--- src/rtl/core/sqd_pkg.sv ---
`timescale 1ns / 1ps
package sqd_pkg;

   localparam int JOB_ID_W      = 17;
   localparam int QUEUE_INDEX_W = 3;
   localparam int ACTIVE_W      = 4;
   localparam int STATUS_W      = 2;

   localparam logic [ACTIVE_W-1:0] ACTIVE_QUEUES_RESET = 4'd5;

   localparam int FRONT_DEPTH  = 2;
   localparam int FRONT_PTR_W  = $clog2(FRONT_DEPTH);
   localparam int FRONT_FILL_W = $clog2(FRONT_DEPTH + 1);

   typedef enum logic [0:0] {
      OP_INSERT = 1'b0,
      OP_SERVE  = 1'b1
   } op_type;

   typedef enum logic [STATUS_W-1:0] {
      STATUS_OK       = 2'd0,
      STATUS_NOTHING  = 2'd1,
      STATUS_FULL     = 2'd2,
      STATUS_INACTIVE = 2'd3
   } status_type;

   typedef enum logic [1:0] {
      BK_IDLE   = 2'd0,
      BK_SCAN   = 2'd1,
      BK_DECIDE = 2'd2,
      BK_FETCH  = 2'd3
   } state_type;

   typedef struct packed {
      op_type                   op;
      logic [JOB_ID_W-1:0]      job_id;
      logic [QUEUE_INDEX_W-1:0] queue_index;
   } cmd_type;

   typedef struct packed {
      logic [QUEUE_INDEX_W-1:0] chosen_queue;
      logic [JOB_ID_W-1:0]      served_job_id;
      logic                     moved;
      status_type               status;
   } rsp_type;

endpackage

--- src/rtl/core/sqd_front.sv ---
`timescale 1ns / 1ps
module sqd_front
   import sqd_pkg::*;
(
   input  logic                     clock,
   input  logic                     reset,
   input  logic                     push,
   output logic                     full,
   input  logic                     req_type,
   input  logic [JOB_ID_W-1:0]      job_id,
   input  logic [QUEUE_INDEX_W-1:0] queue_index,
   output logic                     cmd_valid,
   output cmd_type                  cmd,
   input  logic                     cmd_pop
);

   cmd_type                 fifo_ff [FRONT_DEPTH];
   logic [FRONT_PTR_W-1:0]  wr_ptr_ff, wr_ptr_in;
   logic [FRONT_PTR_W-1:0]  rd_ptr_ff, rd_ptr_in;
   logic [FRONT_FILL_W-1:0] fill_ff, fill_in;
   logic                    do_push, do_pop;
   cmd_type                 word_in;

   // classify the incoming word
   always_comb begin
      word_in.op          = req_type ? OP_SERVE : OP_INSERT;
      word_in.job_id      = job_id;
      word_in.queue_index = queue_index;
   end

   assign full      = (fill_ff == FRONT_FILL_W'(FRONT_DEPTH));
   assign cmd_valid = (fill_ff != '0);
   assign cmd       = fifo_ff[rd_ptr_ff];
   assign do_push   = push && !full;
   assign do_pop    = cmd_pop && cmd_valid;

   always_comb begin
      wr_ptr_in = wr_ptr_ff;
      rd_ptr_in = rd_ptr_ff;
      fill_in   = fill_ff;
      if (do_push) begin
         wr_ptr_in = (wr_ptr_ff == FRONT_PTR_W'(FRONT_DEPTH - 1)) ? '0
                                                                   : wr_ptr_ff + 1'b1;
      end
      if (do_pop) begin
         rd_ptr_in = (rd_ptr_ff == FRONT_PTR_W'(FRONT_DEPTH - 1)) ? '0
                                                                   : rd_ptr_ff + 1'b1;
      end
      if (do_push && !do_pop) begin
         fill_in = fill_ff + 1'b1;
      end else if (do_pop && !do_push) begin
         fill_in = fill_ff - 1'b1;
      end
   end

   always_ff @(posedge clock) begin
      if (reset) begin
         wr_ptr_ff <= '0;
         rd_ptr_ff <= '0;
         fill_ff   <= '0;
      end else begin
         wr_ptr_ff <= wr_ptr_in;
         rd_ptr_ff <= rd_ptr_in;
         fill_ff   <= fill_in;
      end
   end

   always_ff @(posedge clock) begin
      if (do_push) begin
         fifo_ff[wr_ptr_ff] <= word_in;
      end
   end

endmodule

--- config.mk ---
export PLATFORM = sky130hd
export DESIGN_NAME = sqd_front
export DESIGN_NICKNAME = d
export VERILOG_FILES = /design/src/rtl/core/sqd_pkg.sv /design/src/rtl/core/sqd_front.sv
export SDC_FILE = /design/constraint.sdc
export NUM_CORES = 1
export LEC_CHECK = 0
export ABC_AREA = 1
export BUFFER_PORTS_ARGS = -buffer_cell sky130_fd_sc_hd__buf_2
export CORE_MARGIN = 8
export CORE_UTILIZATION = 40
export CTS_BUF_LIST = sky130_fd_sc_hd__clkbuf_2 sky130_fd_sc_hd__clkbuf_4 sky130_fd_sc_hd__clkbuf_8
export DETAILED_ROUTE_END_ITERATION = 10
export MAX_ROUTING_LAYER = met4
export PLACE_DENSITY_LB_ADDON = 0.1
export SLEW_MARGIN = 20
export SYNTH_ARGS = -nofsm -noshare
export SYNTH_HDL_FRONTEND = slang
export SYNTH_SLANG_ARGS = --single-unit
--- constraint.sdc ---
create_clock -name clock -period 3.3 [get_ports clock]
set_input_delay 0.165 -clock clock [delete_from_list [all_inputs] [get_ports clock]]
set_output_delay 0.165 -clock clock [all_outputs]
set_load 0.03 [all_outputs]
# Word-level counts from Yosys, hierarchy flattened
# Memory sizes are Yosys's and may differ from the RTL's. A register that Yosys moved wholly into a read port is not among the register bits.
# Index checks and enable logic that the tools add are counted.
# word_totals
ff_bits	4
ramBits	42
input_bits	25
out_inout_bits	23
word_cells	27
n_memories	1
# memory_table
name	depth	word_bits	rd	rd_clocked_by_memory_dff	write_ports	line_no	rtl
fifo_ff	2	21	1	1	1	sqd_front.sv:17	cmd_type fifo_ff [FRONT_DEPTH];
# op_classes
add_sub_neg	4
eq_ne	1
mux	9
n_reduce_logical	9
# ops
cell	count
two-way mux 1 bit	7
logical AND 1 bit	4
two-way mux 2 bit	2
nonzero test 2 bit	2
zero test 1 bit	3
adder 1 bit (second input constant)	2
adder 2 x 1 -> 2 bit (second input constant)	1
== test 2 bit (second input constant)	1
subtractor 2 x 1 -> 2 bit (second input constant)	1

# Logic depth before layout (Yosys ltp)
# logic_depth
depth_word	7
ltp_mapped	10
mapped_depth_nobuf	10

# Worst setup path after synthesis
# Ideal clock, no wire load.
# synth_timing
path_type	register to register
startpoint	register fill_ff[0]
endpoint	memory fifo_ff[1][0] (netlist name) (enable)
setup_ns	0.399
arrival_time_ns	1.385
t_required_ns	2.901
slack_ns	1.516
path_stages_with_launch	3
path_buffers	0
synth_period_minus_slack_ns	1.784
path_cell_list	dfxtp_1 -> o21ai_2 -> nor2_1
# synth_via
elab_chain_len	5
# synth_lines
element	line_no	rtl
from (decl)	sqd_front.sv:20	logic [FRONT_FILL_W-1:0] fill_ff, fill_in;
from (signal assigned)	sqd_front.sv:64	fill_ff <= fill_in;
== test 2 bit	sqd_front.sv:31	assign full = (fill_ff == FRONT_FILL_W'(FRONT_DEPTH));
zero test 1 bit	sqd_front.sv:34	assign do_push = push && !full;
logical AND 1 bit	sqd_front.sv:34	
two-way mux 1 bit	sqd_front.sv:69	if (do_push) begin
two-way mux 1 bit (not written as such)	sqd_front.sv:70	fifo_ff[wr_ptr_ff] <= word_in;
to (decl)	sqd_front.sv:17	
# No other way between the ends.

==> impl_metrics.xml <==
<?xml version="1.0" encoding="UTF-8"?>
<metrics>
  <group name="clock_tree">
    <metric name="ctsHtreeMaxLevel" unit="">2</metric>
    <metric name="tritoncts" unit="">built</metric>
    <metric name="holdBufCountCts" unit="">0</metric>
    <metric name="cts_num_sinks" unit="">47</metric>
    <metric name="cts_buffer_depth" unit="">2</metric>
    <metric name="clk-insertion-delay-late" unit="ns">0.30</metric>
    <metric name="cts_setup_buffers" unit="">0</metric>
    <metric name="numCtsBuffers" unit="">5</metric>
    <metric name="root_buffer_cell" unit="">clkbuf_8</metric>
    <metric name="clk_pin_slew" unit="ns">0.08</metric>
    <metric name="cts-resized-gates" unit="">0</metric>
  </group>
  <group name="critical_path">
    <metric name="timing.critical_path.arrival" unit="ns">1.53</metric>
    <metric name="critical-path-slowest-cell" unit="">mux2_2</metric>
    <metric name="timing.critical_path.from_type" unit="">flip-flop</metric>
    <metric name="path_class" unit="">flip-flop to output port</metric>
    <metric name="path_cells" unit="">buf_4 &gt; mux2_2 &gt; buf_2</metric>
    <metric name="cp_max_fo" unit="">21</metric>
    <metric name="critical_path.max_stage_delay" unit="ns">0.39</metric>
    <metric name="worst_ep_required_time" unit="ns">3.13</metric>
    <metric name="cp_top_family" unit="">buffers and inverters</metric>
    <metric name="worst_setup_path_end_kind" unit="">output port</metric>
    <metric name="worstPathBufferInverterCount" unit="">2</metric>
  </group>
  <group name="timing">
    <metric name="timing.fmax" unit="MHz">589</metric>
    <metric name="final.setup.worst_slack" unit="ns">1.60</metric>
    <metric name="tns" unit="ns">0</metric>
    <metric name="hold_viol_final" unit="">0</metric>
    <metric name="finalCriticalPeriod" unit="ns">1.70</metric>
    <metric name="rsz_0062_raised_after_global_routing" unit="">no</metric>
    <metric name="final_slew_viol_count" unit="">0</metric>
    <metric name="timing.clock.skew" unit="ns">0.00831</metric>
    <metric name="worstMarginPinSlew" unit="ns">0.525</metric>
    <metric name="max-slew-margin-rel" unit="">0.650</metric>
    <metric name="finalSetupViolCount" unit="">0</metric>
    <metric name="fin_crit_share" unit="">0.514</metric>
  </group>
  <group name="routing">
    <metric name="vias_per_cell" unit="">4.68</metric>
    <metric name="dr.first_iter.drc_count" unit="">44</metric>
    <metric name="detail_route.drc_violations" unit="">0</metric>
    <metric name="dr_total_vias" unit="">978</metric>
    <metric name="wirelength" unit="um">3200</metric>
    <metric name="drt_first_pass_iters" unit="">3</metric>
    <metric name="wire_per_inst" unit="um">15.3</metric>
    <metric name="detail-route-antenna-nets" unit="">0</metric>
  </group>
  <group name="pwr">
    <metric name="ir_worst_vdd" unit="V">0.000399</metric>
    <metric name="clock_power_share" unit="">0.183</metric>
    <metric name="power.switching" unit="mW">0.589</metric>
    <metric name="static-leakage-power" unit="nW">0.913</metric>
    <metric name="power.switching_fraction" unit="">0.343</metric>
    <metric name="seq_power_share" unit="">0.457</metric>
    <metric name="p_int" unit="mW">1.13</metric>
    <metric name="design_power_total" unit="mW">1.72</metric>
    <metric name="power_per_cell_area" unit="nW/um^2">770</metric>
    <metric name="comb_power_share" unit="">0.360</metric>
  </group>
  <group name="synthesis">
    <metric name="synth_area" unit="um^2">1840</metric>
    <metric name="unique_cell_type_count_in_the_yosys_netlist" unit="">16</metric>
    <metric name="synth_cells" unit="">102</metric>
    <metric name="ys.warnings.count" unit="">0</metric>
    <metric name="syn-num-nets" unit="">128</metric>
    <metric name="postSynthRegisterBits" unit="">47</metric>
    <metric name="mapped_avg_cell_area" unit="um^2">18.1</metric>
    <metric name="synth_sequential_area_ratio" unit="">0.738</metric>
  </group>
  <group name="final_layout">
    <metric name="layout_commonest_cell" unit="">buf_2</metric>
    <metric name="final_cell_area" unit="um^2">2230</metric>
    <metric name="layout_common_cells" unit="">buf_2 (47), edfxtp_1 (42), mux2_4 (20), nor2_1 (6)</metric>
    <metric name="n_antenna_cell" unit="">0</metric>
    <metric name="area_growth_syn_to_layout" unit="%">20.8</metric>
    <metric name="final.fill_count" unit="">399</metric>
    <metric name="finalNetCount" unit="">183</metric>
    <metric name="finish.cell_count_without_fillers" unit="">209</metric>
    <metric name="drive_gt1_frac" unit="">0.541</metric>
  </group>
  <group name="global_routing">
    <metric name="gr-usage-all-layers" unit="">0.100</metric>
    <metric name="grt_antenna_before_repair" unit="">0</metric>
    <metric name="grt_remaining_overflow" unit="">0</metric>
    <metric name="first_global_vias" unit="">1077</metric>
    <metric name="grt_start_max_net_pins" unit="">22</metric>
    <metric name="grt_first_pass_wirelength" unit="um">5350</metric>
  </group>
  <group name="floorplanning">
    <metric name="floorplan.core_area" unit="um^2">4410</metric>
    <metric name="std_cell_rows" unit="">24</metric>
    <metric name="num_io_pins" unit="">48</metric>
    <metric name="die_y" unit="um">83.9</metric>
    <metric name="die_x" unit="um">83.9</metric>
    <metric name="die_area" unit="um^2">7040</metric>
    <metric name="start_util" unit="">0.418</metric>
  </group>
  <group name="placement">
    <metric name="routabilityCongestion" unit="">0.639</metric>
    <metric name="pre_cts_ws" unit="ns">1.69</metric>
    <metric name="placed_cells" unit="">202</metric>
    <metric name="dp.final_hpwl" unit="um">2390</metric>
    <metric name="placement.io_buffers" unit="">47</metric>
    <metric name="placedInstanceArea" unit="um^2">2150</metric>
  </group>
  <group name="flow_run">
    <metric name="max_cap_viol_count" unit="">0</metric>
  </group>
  <group name="run_status">
    <metric name="result_of_the_run" unit="">finished clean</metric>
  </group>
  <group name="worst_hold_path">
    <metric name="path_type_of_the_worst_min_delay_path" unit="">primary input to flip-flop</metric>
  </group>
</metrics>
[state kept, by name (all words and copies together) (netlist names), named ones only]
register and cells:
fifo_ff 42, fill_ff 2, rd_ptr_ff 1, wr_ptr_ff 1
[worst reg2reg max path: stages, from the launching register on]
cell	delay, ns
dfxtp_1	0.40
o21ai_2	0.13
nor2_2	0.43
buf_4	0.32
[power by group through the flow]
stage / Combinational, mW / Clock (mW) / Sequential, mW
global route: 0.672 / 0.351 / 0.793
floorplan: 0.478 / 0 / 0.795
finish: 0.618 / 0.313 / 0.784
CTS: 0.630 / 0.326 / 0.786
detailed placement: 0.629 / 0 / 0.800
global placement: 0.617 / 0 / 0.795
[metal layers]
| layer | vias to the layer above | global-route usage | part of all wire |
|---|---|---|---|
| met5 | - | - | 0 |
| li1 | 481 | - | - |
| met2 | 30 | 0.154 | 0.49 |
| met1 | 460 | 0.110 | 0.43 |
| met4 | 0 | 0.0424 | 0.017 |
| met3 | 7 | 0.0459 | 0.058 |
[layout make-up]
class                           count  area, um^2  share of cell area
Clock buffer                        5        68.8              0.0309
Clock inverter                      2        8.76             0.00393
Inverter                            8        30.0              0.0135
Multi-Input combinational cell     45         435               0.196
Sequential cell                    47        1360               0.611
Tap cell                           52        65.1              0.0292
Timing Repair Buffer               50         258               0.116
[synth_stat cells]
library cell / number / area, um^2
inv_1: 5 / 18.8
nand2_2: 2 / 12.5
edfxtp_1: 42 / 1260
dfxtp_1: 5 / 100
o21ai_2: 1 / 8.76
nand2_1: 5 / 18.8
mux2_2: 1 / 11.3
nand4_1: 1 / 6.26
mux2_4: 20 / 300
a21oi_1: 2 / 10.0
buf_6: 2 / 22.5
nand3_1: 2 / 10.0
o21ai_0: 2 / 10.0
ha_1: 1 / 12.5
inv_2: 3 / 11.3
nor2_1: 8 / 30.0
[path summary, 6_finish.rpt]
kind / startpoint / cells past startpoint / to / slack (ns)
setup reg to reg: fill_ff[0] / 3 / fifo_ff[0][8] / 1.73
hold reg to reg: rd_ptr_ff / 2 / rd_ptr_ff / 0.51
hold / removal: job_id[13] / 1 / fifo_ff[1][16] / 0.05
setup / recovery: flip-flop / 3 / cmd[1] / 1.60
[cell families after synthesis]
logic type               Yosys count  synth area share
multiplexers                      21             0.169
AO/OA/AOI/OAI                      5            0.0156
AND/OR/NAND/NOR                   18            0.0421
adder cells (fa/ha/maj)            1           0.00678
flip-flops                        47             0.738
buffers and inverters             10            0.0285
[per-stage QoR]
step	utilization	hold WS, ns
CTS	0.505	0.0458
finish	0.505	0.0518
floorplan	-	0.264
global placement	0.487	0.355
global route	0.505	0.0415
detailed placement	0.487	0.358
Note: power is estimated with default switching activity, not from simulation.
